$ cat config.mk
export PLATFORM = sky130hd
export DESIGN_NAME = running_least_squares_line_fit
export DESIGN_NICKNAME = d
export VERILOG_FILES = /design/src/rlsf_pkg.sv /design/src/rlsf_mac.sv /design/src/rlsf_div.sv /design/src/running_least_squares_line_fit.sv
export SDC_FILE = /design/constraint.sdc
export NUM_CORES = 2
export LEC_CHECK = 0
export CORE_ASPECT_RATIO = 0.6
export CORE_MARGIN = 3
export CORE_UTILIZATION = 50
export CTS_BUF_LIST = sky130_fd_sc_hd__clkbuf_4
export CTS_CLUSTER_SIZE = 10
export DETAILED_ROUTE_END_ITERATION = 12
export DONT_BUFFER_PORTS = 1
export PLACE_DENSITY = 0.68
export REMOVE_ABC_BUFFERS = 1
export SYNTH_ARGS = -nofsm -noshare
export SYNTH_HDL_FRONTEND = slang
export SYNTH_HIERARCHICAL = 1
export SYNTH_SLANG_ARGS = --single-unit
$ cat constraint.sdc
create_clock -name clk -period 9.02 [get_ports clk]
set_input_delay 0.902 -clock clk [delete_from_list [all_inputs] [get_ports clk]]
set_output_delay 0.902 -clock clk [all_outputs]
set_load 0.02 [all_outputs]
$ cat src/rlsf_pkg.sv
`default_nettype none

package rlsf_pkg;

    localparam int COORD_WIDTH = 16;
    localparam int CNT_W       = 8;
    localparam int CMD_W       = 2;
    localparam int ST_W        = 2;

    localparam logic [CNT_W-1:0] MAX_POINTS = 8'd255;

    localparam logic [CMD_W-1:0] CMD_ADD    = 2'd0;
    localparam logic [CMD_W-1:0] CMD_REMOVE = 2'd1;
    localparam logic [CMD_W-1:0] CMD_CLEAR  = 2'd2;

    localparam logic [ST_W-1:0] ST_OK     = 2'd0;
    localparam logic [ST_W-1:0] ST_EMPTY  = 2'd1;
    localparam logic [ST_W-1:0] ST_DEGEN  = 2'd2;
    localparam logic [ST_W-1:0] ST_REJECT = 2'd3;

    // running sums
    localparam int SX_W  = 24;
    localparam int SXX_W = 38;
    localparam int SXY_W = 39;
    localparam int XX_W  = 2 * COORD_WIDTH;

    // shared multiplier: 25-bit signed a times one half of a 39-bit signed b
    localparam int A_W    = 25;
    localparam int B_W    = 39;
    localparam int B_LO_W = 19;
    localparam int B_HI_W = B_W - B_LO_W;
    localparam int BP_W   = B_HI_W + 1;
    localparam int PROD_W = A_W + BP_W;
    localparam int ACC_W  = 64;
    localparam int DEN_W  = 48;

    // divider
    localparam int Q_W        = 32;
    localparam int SLOPE_FRAC = 16;
    localparam int DIV_CNT_W  = 5;

    // micro-step sequence
    localparam int STEP_W = 4;
    localparam logic [STEP_W-1:0] STEP_XY_LAST   = 4'd3;
    localparam logic [STEP_W-1:0] STEP_FIT_FIRST = 4'd4;
    localparam logic [STEP_W-1:0] STEP_FIT_LAST  = 4'd15;

    typedef enum logic [1:0] {
        A_X,
        A_N,
        A_SX,
        A_SY
    } a_sel_t;

    typedef enum logic [2:0] {
        B_X,
        B_Y,
        B_SXX,
        B_SX,
        B_SY,
        B_SXY
    } b_sel_t;

    typedef enum logic [2:0] {
        D_XX,
        D_XY,
        D_DEN,
        D_SNUM,
        D_INUM
    } dst_t;

    typedef struct packed {
        a_sel_t a_sel;
        b_sel_t b_sel;
        logic   hi;
        logic   neg;
        logic   last;
        dst_t   dst;
    } mac_op_t;

    typedef struct packed {
        logic [CNT_W-1:0] n;
        logic [SX_W-1:0]  sx;
        logic [SX_W-1:0]  sy;
        logic [SXX_W-1:0] sxx;
        logic [SXY_W-1:0] sxy;
    } sums_t;

    typedef struct packed {
        logic [XX_W-1:0]  xx;
        logic [XX_W-1:0]  xy;
        logic [DEN_W-1:0] den;
        logic [DEN_W-1:0] snum;
        logic [ACC_W-1:0] inum;
    } mac_res_t;

    typedef struct packed {
        logic             start;
        logic             frac;
        logic [ACC_W-1:0] num;
        logic [DEN_W-1:0] den;
    } div_req_t;

    typedef struct packed {
        logic           done;
        logic [Q_W-1:0] quo;
    } div_rsp_t;

    // each product takes two steps, high half of b first
    function automatic mac_op_t mac_op(input logic [STEP_W-1:0] step);
        mac_op_t op;
        logic    fin;
        op.a_sel = A_X;
        op.b_sel = B_X;
        op.neg   = 1'b0;
        op.dst   = D_XX;
        fin      = 1'b1;
        unique case (step[STEP_W-1:1])
            3'd0:
            begin
                op.a_sel = A_X;  op.b_sel = B_X;   op.neg = 1'b0; op.dst = D_XX;   fin = 1'b1;
            end
            3'd1:
            begin
                op.a_sel = A_X;  op.b_sel = B_Y;   op.neg = 1'b0; op.dst = D_XY;   fin = 1'b1;
            end
            3'd2:
            begin
                op.a_sel = A_N;  op.b_sel = B_SXX; op.neg = 1'b0; op.dst = D_DEN;  fin = 1'b0;
            end
            3'd3:
            begin
                op.a_sel = A_SX; op.b_sel = B_SX;  op.neg = 1'b1; op.dst = D_DEN;  fin = 1'b1;
            end
            3'd4:
            begin
                op.a_sel = A_N;  op.b_sel = B_SXY; op.neg = 1'b0; op.dst = D_SNUM; fin = 1'b0;
            end
            3'd5:
            begin
                op.a_sel = A_SX; op.b_sel = B_SY;  op.neg = 1'b1; op.dst = D_SNUM; fin = 1'b1;
            end
            3'd6:
            begin
                op.a_sel = A_SY; op.b_sel = B_SXX; op.neg = 1'b0; op.dst = D_INUM; fin = 1'b0;
            end
            3'd7:
            begin
                op.a_sel = A_SX; op.b_sel = B_SXY; op.neg = 1'b1; op.dst = D_INUM; fin = 1'b1;
            end
        endcase
        op.hi   = ~step[0];
        op.last = fin & step[0];
        return op;
    endfunction

endpackage

`default_nettype wire

$ cat src/rlsf_mac.sv
`default_nettype none

module rlsf_mac (
    input  logic                                   clk,
    input  logic                                   rst_n,
    input  logic                                   issue,
    input  logic [rlsf_pkg::STEP_W-1:0]            step,
    input  logic signed [rlsf_pkg::COORD_WIDTH-1:0] x,
    input  logic signed [rlsf_pkg::COORD_WIDTH-1:0] y,
    input  rlsf_pkg::sums_t                        sums,
    output rlsf_pkg::mac_res_t                     res
);
    import rlsf_pkg::*;

    mac_op_t                  op;
    logic signed [A_W-1:0]    a_val;
    logic [B_W-1:0]           b_full;
    logic signed [BP_W-1:0]   b_part;
    logic signed [PROD_W-1:0] prod_next;
    logic signed [PROD_W-1:0] prod_reg;
    mac_op_t                  pop_reg;
    logic                     pend_reg;
    logic [ACC_W-1:0]         acc_reg;
    logic [ACC_W-1:0]         acc_next;
    logic [ACC_W-1:0]         prod_ext;
    logic [ACC_W-1:0]         term;
    logic [ACC_W-1:0]         acc_sum;
    mac_res_t                 res_reg;
    mac_res_t                 res_next;

    assign op = mac_op(step);

    always_comb
    begin
        unique case (op.a_sel)
            A_X:  a_val = A_W'(x);
            A_N:  a_val = A_W'(sums.n);
            A_SX: a_val = A_W'($signed(sums.sx));
            A_SY: a_val = A_W'($signed(sums.sy));
        endcase
    end

    always_comb
    begin
        unique case (op.b_sel)
            B_X:     b_full = B_W'(x);
            B_Y:     b_full = B_W'(y);
            B_SXX:   b_full = B_W'(sums.sxx);
            B_SX:    b_full = B_W'($signed(sums.sx));
            B_SY:    b_full = B_W'($signed(sums.sy));
            B_SXY:   b_full = sums.sxy;
            default: b_full = '0;
        endcase
    end

    always_comb
    begin
        if (op.hi)
        begin
            b_part = BP_W'($signed(b_full[B_W-1:B_LO_W]));
        end
        else
        begin
            b_part = BP_W'(b_full[B_LO_W-1:0]);
        end
    end

    assign prod_next = a_val * b_part;

    // accumulate the registered product in the cycle after the multiply
    assign prod_ext = ACC_W'(prod_reg);
    assign term     = pop_reg.hi ? {prod_ext[ACC_W-1-B_LO_W:0], {B_LO_W{1'b0}}} : prod_ext;
    assign acc_sum  = pop_reg.neg ? (acc_reg - term) : (acc_reg + term);

    always_comb
    begin
        acc_next = acc_reg;
        res_next = res_reg;
        if (pend_reg)
        begin
            if (pop_reg.last)
            begin
                acc_next = '0;
                unique case (pop_reg.dst)
                    D_XX:    res_next.xx   = acc_sum[XX_W-1:0];
                    D_XY:    res_next.xy   = acc_sum[XX_W-1:0];
                    D_DEN:   res_next.den  = acc_sum[DEN_W-1:0];
                    D_SNUM:  res_next.snum = acc_sum[DEN_W-1:0];
                    D_INUM:  res_next.inum = acc_sum;
                    default: res_next      = res_reg;
                endcase
            end
            else
            begin
                acc_next = acc_sum;
            end
        end
    end

    always_ff @(posedge clk or negedge rst_n)
    begin
        if (!rst_n)
        begin
            pend_reg <= 1'b0;
            pop_reg  <= '0;
            acc_reg  <= '0;
        end
        else
        begin
            pend_reg <= issue;
            pop_reg  <= op;
            acc_reg  <= acc_next;
        end
    end

    always_ff @(posedge clk)
    begin
        prod_reg <= prod_next;
        res_reg  <= res_next;
    end

    assign res = res_reg;

endmodule

`default_nettype wire

$ cat src/rlsf_div.sv
`default_nettype none

module rlsf_div (
    input  logic               clk,
    input  logic               rst_n,
    input  rlsf_pkg::div_req_t req,
    output rlsf_pkg::div_rsp_t rsp
);
    import rlsf_pkg::*;

    typedef enum logic [3:0] {
        D_IDLE = 4'b0001,
        D_PRE  = 4'b0010,
        D_ITER = 4'b0100,
        D_FIN  = 4'b1000
    } dstate_t;

    dstate_t              st_reg;
    dstate_t              st_next;
    logic [DIV_CNT_W-1:0] cnt_reg;
    logic [DIV_CNT_W-1:0] cnt_next;
    logic [ACC_W-1:0]     n_reg;
    logic [ACC_W-1:0]     n_next;
    logic [DEN_W-1:0]     b_reg;
    logic [DEN_W-1:0]     b_next;
    logic [DEN_W-1:0]     r_reg;
    logic [DEN_W-1:0]     r_next;
    logic [Q_W-1:0]       q_reg;
    logic [Q_W-1:0]       q_next;
    logic                 neg_reg;
    logic                 neg_next;
    logic                 sat_reg;
    logic                 sat_next;
    logic                 done_reg;
    logic                 done_next;
    logic [Q_W-1:0]       quo_reg;
    logic [Q_W-1:0]       quo_next;

    logic [ACC_W-1:0]     num_mag;
    logic [ACC_W-1:0]     num_sh;
    logic [DEN_W-1:0]     den_mag;
    logic [DEN_W:0]       rs;
    logic [DEN_W:0]       diff;
    logic                 ge;
    logic [Q_W-1:0]       limit;
    logic [Q_W-1:0]       qm;

    assign num_mag = req.num[ACC_W-1] ? (~req.num + 1'b1) : req.num;
    assign num_sh  = req.frac ? (num_mag << SLOPE_FRAC) : num_mag;
    assign den_mag = req.den[DEN_W-1] ? (~req.den + 1'b1) : req.den;

    // one quotient bit a cycle
    assign rs    = {r_reg, n_reg[Q_W-1]};
    assign diff  = rs - {1'b0, b_reg};
    assign ge    = rs >= {1'b0, b_reg};

    assign limit = neg_reg ? {1'b1, {(Q_W-1){1'b0}}} : {1'b0, {(Q_W-1){1'b1}}};
    assign qm    = (sat_reg || (q_reg > limit)) ? limit : q_reg;

    always_comb
    begin
        st_next   = st_reg;
        cnt_next  = cnt_reg;
        n_next    = n_reg;
        b_next    = b_reg;
        r_next    = r_reg;
        q_next    = q_reg;
        neg_next  = neg_reg;
        sat_next  = sat_reg;
        quo_next  = quo_reg;
        done_next = 1'b0;
        unique case (st_reg)
            D_IDLE:
            begin
                if (req.start)
                begin
                    n_next   = num_sh;
                    b_next   = den_mag;
                    neg_next = req.num[ACC_W-1] ^ req.den[DEN_W-1];
                    st_next  = D_PRE;
                end
            end
            D_PRE:
            begin
                // quotient of 2^32 or more saturates
                sat_next = DEN_W'(n_reg[ACC_W-1:Q_W]) >= b_reg;
                r_next   = DEN_W'(n_reg[ACC_W-1:Q_W]);
                cnt_next = '0;
                st_next  = D_ITER;
            end
            D_ITER:
            begin
                r_next   = ge ? diff[DEN_W-1:0] : rs[DEN_W-1:0];
                q_next   = {q_reg[Q_W-2:0], ge};
                n_next   = {n_reg[ACC_W-2:0], 1'b0};
                cnt_next = cnt_reg + 1'b1;
                if (cnt_reg == DIV_CNT_W'(Q_W - 1))
                begin
                    st_next = D_FIN;
                end
            end
            D_FIN:
            begin
                quo_next  = neg_reg ? (~qm + 1'b1) : qm;
                done_next = 1'b1;
                st_next   = D_IDLE;
            end
            default:
            begin
                st_next = D_IDLE;
            end
        endcase
    end

    always_ff @(posedge clk or negedge rst_n)
    begin
        if (!rst_n)
        begin
            st_reg   <= D_IDLE;
            cnt_reg  <= '0;
            done_reg <= 1'b0;
        end
        else
        begin
            st_reg   <= st_next;
            cnt_reg  <= cnt_next;
            done_reg <= done_next;
        end
    end

    always_ff @(posedge clk)
    begin
        n_reg   <= n_next;
        b_reg   <= b_next;
        r_reg   <= r_next;
        q_reg   <= q_next;
        neg_reg <= neg_next;
        sat_reg <= sat_next;
        quo_reg <= quo_next;
    end

    assign rsp.done = done_reg;
    assign rsp.quo  = quo_reg;

endmodule

`default_nettype wire

$ cat src/running_least_squares_line_fit.sv
`default_nettype none

// channel   direction  handshake            payload
// request   in         in_valid / in_stall   command, x, y
// result    out        out_valid / out_stall slope, intercept, count, status
//
// one request at a time; the fit is divided unless the set is empty or the denominator is zero
// the time from accept to result is set by the 16 multiply steps of the shared multiplier
// and, when the fit is divided, two 32-step divider runs
// in_stall is high from accept until the result is loaded into the output register
// a pending result may wait on out_stall while the next request is accepted
// reset clears the sums, the count and both handshakes

module running_least_squares_line_fit (
    input  logic                                    clk,
    input  logic                                    rst_n,
    input  logic                                    in_valid,
    output logic                                    in_stall,
    input  logic [rlsf_pkg::CMD_W-1:0]              command,
    input  logic signed [rlsf_pkg::COORD_WIDTH-1:0] x,
    input  logic signed [rlsf_pkg::COORD_WIDTH-1:0] y,
    output logic                                    out_valid,
    input  logic                                    out_stall,
    output logic signed [rlsf_pkg::Q_W-1:0]         slope,
    output logic signed [rlsf_pkg::Q_W-1:0]         intercept,
    output logic [rlsf_pkg::CNT_W-1:0]              count,
    output logic [rlsf_pkg::ST_W-1:0]               status
);
    import rlsf_pkg::*;

    typedef enum logic [9:0] {
        S_IDLE   = 10'b0000000001,
        S_MUL1   = 10'b0000000010,
        S_DRAIN1 = 10'b0000000100,
        S_UPD    = 10'b0000001000,
        S_MUL2   = 10'b0000010000,
        S_DRAIN2 = 10'b0000100000,
        S_CHECK  = 10'b0001000000,
        S_DIVS   = 10'b0010000000,
        S_DIVI   = 10'b0100000000,
        S_DONE   = 10'b1000000000
    } state_t;

    state_t                  state_reg;
    state_t                  state_next;
    logic [STEP_W-1:0]       step_reg;
    logic [STEP_W-1:0]       step_next;
    logic [CMD_W-1:0]        cmd_reg;
    logic [CMD_W-1:0]        cmd_next;
    logic signed [COORD_WIDTH-1:0] x_reg;
    logic signed [COORD_WIDTH-1:0] x_next;
    logic signed [COORD_WIDTH-1:0] y_reg;
    logic signed [COORD_WIDTH-1:0] y_next;

    logic [SX_W-1:0]         sx_reg;
    logic [SX_W-1:0]         sx_next;
    logic [SX_W-1:0]         sy_reg;
    logic [SX_W-1:0]         sy_next;
    logic [SXX_W-1:0]        sxx_reg;
    logic [SXX_W-1:0]        sxx_next;
    logic [SXY_W-1:0]        sxy_reg;
    logic [SXY_W-1:0]        sxy_next;
    logic [CNT_W-1:0]        pts_reg;
    logic [CNT_W-1:0]        pts_next;

    logic [ST_W-1:0]         stat_reg;
    logic [ST_W-1:0]         stat_next;
    logic [Q_W-1:0]          slope_reg;
    logic [Q_W-1:0]          slope_next;
    logic [Q_W-1:0]          icpt_reg;
    logic [Q_W-1:0]          icpt_next;

    logic                    out_valid_reg;
    logic                    out_valid_next;
    logic [Q_W-1:0]          out_slope_reg;
    logic [Q_W-1:0]          out_icpt_reg;
    logic [CNT_W-1:0]        out_count_reg;
    logic [ST_W-1:0]         out_status_reg;

    logic                    in_fire;
    logic                    out_free;
    logic                    out_load;
    logic                    mac_issue;
    logic                    fit_go;
    sums_t                   sums;
    mac_res_t                mac_res;
    div_req_t                div_req;
    div_rsp_t                div_rsp;

    logic [SX_W-1:0]         x_ext;
    logic [SX_W-1:0]         y_ext;
    logic [SXX_W-1:0]        xx_ext;
    logic [SXY_W-1:0]        xy_ext;

    assign in_stall  = (state_reg != S_IDLE);
    assign in_fire   = in_valid && !in_stall;
    assign out_free  = !out_valid_reg || !out_stall;
    assign out_load  = (state_reg == S_DONE) && out_free;
    assign mac_issue = (state_reg == S_MUL1) || (state_reg == S_MUL2);

    assign sums = '{n: pts_reg, sx: sx_reg, sy: sy_reg, sxx: sxx_reg, sxy: sxy_reg};

    assign x_ext  = SX_W'(x_reg);
    assign y_ext  = SX_W'(y_reg);
    assign xx_ext = SXX_W'(mac_res.xx);
    assign xy_ext = SXY_W'($signed(mac_res.xy));

    assign fit_go = (pts_reg != '0) && (mac_res.den != '0);

    always_comb
    begin
        div_req.start = ((state_reg == S_CHECK) && fit_go) ||
                        ((state_reg == S_DIVS) && div_rsp.done);
        div_req.frac  = (state_reg == S_CHECK);
        div_req.num   = (state_reg == S_CHECK) ? ACC_W'($signed(mac_res.snum)) : mac_res.inum;
        div_req.den   = mac_res.den;
    end

    rlsf_mac u_mac (
        .clk   (clk),
        .rst_n (rst_n),
        .issue (mac_issue),
        .step  (step_reg),
        .x     (x_reg),
        .y     (y_reg),
        .sums  (sums),
        .res   (mac_res)
    );

    rlsf_div u_div (
        .clk   (clk),
        .rst_n (rst_n),
        .req   (div_req),
        .rsp   (div_rsp)
    );

    always_comb
    begin
        state_next = state_reg;
        step_next  = step_reg;
        cmd_next   = cmd_reg;
        x_next     = x_reg;
        y_next     = y_reg;
        sx_next    = sx_reg;
        sy_next    = sy_reg;
        sxx_next   = sxx_reg;
        sxy_next   = sxy_reg;
        pts_next   = pts_reg;
        stat_next  = stat_reg;
        slope_next = slope_reg;
        icpt_next  = icpt_reg;
        unique case (state_reg)
            S_IDLE:
            begin
                if (in_fire)
                begin
                    cmd_next   = command;
                    x_next     = x;
                    y_next     = y;
                    step_next  = '0;
                    state_next = S_MUL1;
                end
            end
            S_MUL1:
            begin
                step_next = step_reg + 1'b1;
                if (step_reg == STEP_XY_LAST)
                begin
                    state_next = S_DRAIN1;
                end
            end
            S_DRAIN1:
            begin
                state_next = S_UPD;
            end
            S_UPD:
            begin
                stat_next = ST_OK;
                unique case (cmd_reg)
                    CMD_ADD:
                    begin
                        if (pts_reg >= MAX_POINTS)
                        begin
                            stat_next = ST_REJECT;
                        end
                        else
                        begin
                            sx_next  = sx_reg + x_ext;
                            sy_next  = sy_reg + y_ext;
                            sxx_next = sxx_reg + xx_ext;
                            sxy_next = sxy_reg + xy_ext;
                            pts_next = pts_reg + 1'b1;
                        end
                    end
                    CMD_REMOVE:
                    begin
                        if (pts_reg <= CNT_W'(1))
                        begin
                            stat_next = ST_REJECT;
                        end
                        else
                        begin
                            sx_next  = sx_reg - x_ext;
                            sy_next  = sy_reg - y_ext;
                            sxx_next = sxx_reg - xx_ext;
                            sxy_next = sxy_reg - xy_ext;
                            pts_next = pts_reg - 1'b1;
                        end
                    end
                    CMD_CLEAR:
                    begin
                        sx_next  = '0;
                        sy_next  = '0;
                        sxx_next = '0;
                        sxy_next = '0;
                        pts_next = '0;
                    end
                    default:
                    begin
                        stat_next = ST_REJECT;
                    end
                endcase
                step_next  = STEP_FIT_FIRST;
                state_next = S_MUL2;
            end
            S_MUL2:
            begin
                step_next = step_reg + 1'b1;
                if (step_reg == STEP_FIT_LAST)
                begin
                    state_next = S_DRAIN2;
                end
            end
            S_DRAIN2:
            begin
                state_next = S_CHECK;
            end
            S_CHECK:
            begin
                if (pts_reg == '0)
                begin
                    slope_next = '0;
                    icpt_next  = '0;
                    if (stat_reg == ST_OK)
                    begin
                        stat_next = ST_EMPTY;
                    end
                    state_next = S_DONE;
                end
                else if (mac_res.den == '0)
                begin
                    slope_next = '0;
                    icpt_next  = '0;
                    if (stat_reg == ST_OK)
                    begin
                        stat_next = ST_DEGEN;
                    end
                    state_next = S_DONE;
                end
                else
                begin
                    state_next = S_DIVS;
                end
            end
            S_DIVS:
            begin
                if (div_rsp.done)
                begin
                    slope_next = div_rsp.quo;
                    state_next = S_DIVI;
                end
            end
            S_DIVI:
            begin
                if (div_rsp.done)
                begin
                    icpt_next  = div_rsp.quo;
                    state_next = S_DONE;
                end
            end
            S_DONE:
            begin
                if (out_free)
                begin
                    state_next = S_IDLE;
                end
            end
            default:
            begin
                state_next = S_IDLE;
            end
        endcase
    end

    assign out_valid_next = out_load || (out_valid_reg && out_stall);

    always_ff @(posedge clk or negedge rst_n)
    begin
        if (!rst_n)
        begin
            state_reg     <= S_IDLE;
            step_reg      <= '0;
            sx_reg        <= '0;
            sy_reg        <= '0;
            sxx_reg       <= '0;
            sxy_reg       <= '0;
            pts_reg       <= '0;
            out_valid_reg <= 1'b0;
        end
        else
        begin
            state_reg     <= state_next;
            step_reg      <= step_next;
            sx_reg        <= sx_next;
            sy_reg        <= sy_next;
            sxx_reg       <= sxx_next;
            sxy_reg       <= sxy_next;
            pts_reg       <= pts_next;
            out_valid_reg <= out_valid_next;
        end
    end

    always_ff @(posedge clk)
    begin
        cmd_reg   <= cmd_next;
        x_reg     <= x_next;
        y_reg     <= y_next;
        stat_reg  <= stat_next;
        slope_reg <= slope_next;
        icpt_reg  <= icpt_next;
        if (out_load)
        begin
            out_slope_reg  <= slope_reg;
            out_icpt_reg   <= icpt_reg;
            out_count_reg  <= pts_reg;
            out_status_reg <= stat_reg;
        end
    end

    assign out_valid = out_valid_reg;
    assign slope     = out_slope_reg;
    assign intercept = out_icpt_reg;
    assign count     = out_count_reg;
    assign status    = out_status_reg;

endmodule

`default_nettype wire
==> impl_results.md <==
- RSZ-0062 raised after global routing: true
- Avg WL per Cell: 23.4 um
- Adder-Cell Fraction of Synth Area: 21.7%
- Core Rows: 108
- Final HPWL DP: 184 mm
- GRT Util Overall: 30.7%
- Final Cycle Share: 99.1%
- GRT overflow: 0
- Htree depth: 4
- Net count, final: 9075
- Synth cell types: 123
- Setup WS post-layout: 79.4 ps
- Synth Flop Type: edfxtp_1
- Setup-failing EPs final: 0
- Max reg flops: 224
- Synthesis Warnings: 6
- Seq cells post-synth: 899
- Post-Synth Simple-Gate Area: 15.3%
- Area growth syn-to-layout: 11.1%
- Clk root buf: clkbuf_4
- Worst Skew: 166 ps
- DIE AREA: 0.153 mm^2
- Largest family of logic cells by synthesized area: adder cells
- Total core area: 0.146 mm^2
- Top Ports: 114
- Num CTS Buffers: 219
- Commonest cells after routing, fill and taps aside: 960 x nand2_1, 866 x inv_1, 624 x edfxtp_1
- CP dominant cell by count: inv_2
- Slowest cell on crit path: fa_2
- Startpoint Class: flop
- Cells after Synth: 7837
- Initial drt markers: 7200
- Synth top area cells: edfxtp_1 25%, fa_1 14%, dfrtp_1 7.7%, ha_1 7.4%, nand2_1 4.9%
- Die W: 503 um
- Status: complete, no violations
- Final hold slack: 210 ps
- Min-Delay Path Class: input pin to flop
- Final min period: 8940 ps
- Synth Area in XOR/XNOR: 5.87%
- Pre-CTS worst setup slack: -612 ps
- Post-route DRC: 0
- Leading area contributor after synthesis: edfxtp_1
- Actual slew at the worst max-slew pin: 1450 ps
- Slew Limit Fails: 0
- Leading cell type in the layout, fill and taps excluded: nand2_1
- Largest net degree at the start of global routing: 230
- Worst setup path class: flop to flop
- Worst reg2reg setup slack: 80 ps
- Post-synth EDFFs: 624
- Clock Path Buffers: 3
- Crit path DAT: 9970 ps
- Routed vias/inst: 6.02
- Synthesized cell area: 0.0740 mm^2
- Max FO, Critical Path: 6
- Starting Density: 50.8%
- Die height: 304 um
- Routed Antenna Nets: 0
- Critical Path End Type: flop
- CTS tree: done
- Crit path largest cell delay: 650 ps
- Max-cap violations: 0
- Vias in the first global route: 58200
- Via count: 61300
- Mux contribution to synthesized area: 1.23%
- Slew headroom: 2.72%
- Layout cells sized above 1: 11.7%
- Final wirelength: 239 mm
- Initial antenna violation count: 11
- Synth top area share: 25.3%
- Share of flip-flops with an asynchronous set or reset: 25.5%
- Complex-gate fraction of the synthesized area: 15.2%
- Sinks on Clock Net: 899
- Port Buffers: 0
- Seq/Total Area, Yosys: 34.3%
- Final hold vios: 0
- Fmax: 112 MHz
- Syn Area/Cell: 9.45 um^2
- First-pass GRT wire length: 360 mm
- WP data required: 10050 ps
- Clk Latency, worst-skew pair: 1290 ps
- Final Wtd Congestion: 1.01
- Pre-antenna DRT Iters: 10
- CTS clk-pin slew, worst paths: 70 ps
[layer usage]
layer  vias to the layer above  track usage (%)  wire length, um
met5                         -                0                8
met4                         2             6.51             4460
met3                       311             12.1            34400
met2                      3430             38.4            89400
met1                     29800             48.7           110000
li1                      27700                -                -
[metrics by stage]
stage	TNS (ps)	instance area, um^2	instances	util (%)
finish	0	82200	10200	56.4
global route	-408	82200	10200	56.4
CTS	-1.48	81200	10100	55.7
detailed placement	-4200	77600	9699	53.2
global placement	-2880	77600	9699	53.2
floorplan	-101130	72700	7502	-
[worst paths after layout]
path | from | to | cells after the start
max reg2reg | step_reg[1] | u_mac/prod_reg[45] | 36
max | step_reg[1] | u_mac/prod_reg[45] | 36
max in group asynchronous | rst_n | u_mac/acc_reg[58] | 3
min reg2reg | slope_reg[3] | slope[3] | 0
min | out_stall | state_reg[0] | 3
min in group asynchronous | rst_n | sx_reg[20] | 2
[area by class of cell]
| type | instances | area, um^2 |
|---|---|---|
| fillers | 12900 | 63600 |
| multi-input cells | 5697 | 45000 |
| flip-flops and latches | 899 | 25400 |
| inverters | 907 | 3420 |
| repair buffers | 346 | 3070 |
| well taps | 1925 | 2410 |
| clock buffers | 308 | 2310 |
| clock inverters | 94 | 538 |
| diodes | 7 | 17.5 |
[critical path: cells and delay by family, from the launching register on]
family | cells | cell delay [ps]
fa+ha+maj | 9 | 4310
compound gates | 9 | 2360
buf+inv | 10 | 900
simple gates | 7 | 740
flops | 1 | 360
xor+xnor | 1 | 80
[timing repair]
action	4_1_cts	5_1_grt
resized for setup	35	172
cloned	0	2
buffers inserted	8	27
endpoints found under the hold margin	265	0
pin swaps	6	126
endpoints found under the setup margin	17	15
hold buffers	37	0
[logic make-up (layout without fill, tap and decap cells)]
family / Yosys count / in the layout
adders and majority gates: 967 / 967
other: 0 / 7
muxes: 89 / 89
AOI/OAI and AO/OA: 1752 / 1753
xor gates and xnor gates: 496 / 496
and+or+nand+nor: 2392 / 2392
buffers and inverters: 1242 / 1655
DFF: 899 / 899
[cell usage after synthesis, types with 18 or more instances]
library cell	number
a221oi_1	38
dfxtp_1	46
ha_1	439
o21a_1	47
nor2b_1	70
dfrtp_1	227
clkbuf_1	293
nand2b_1	62
or4_1	22
o31ai_1	75
o41ai_1	31
mux2i_1	72
xnor2_1	316
o21bai_1	51
o21ai_0	386
a211oi_1	46
nand3_1	80
or3_1	52
and2_1	115
a21o_1	183
nor2_1	539
buf_1	18
o22ai_1	43
a222oi_1	23
a21oi_1	511
nand4_1	60
or2_2	18
xor2_1	180
edfxtp_1	624
o211ai_1	19
nand2_1	970
inv_1	903
nor4_1	70
fa_1	528
nor3_1	153
and3_1	37
nand3b_1	45
a31oi_1	73
nor3b_1	18
Power is left out: the tool's default activity adds up to more than one toggle a clock period on the data nets, which glitch-free logic cannot reach.
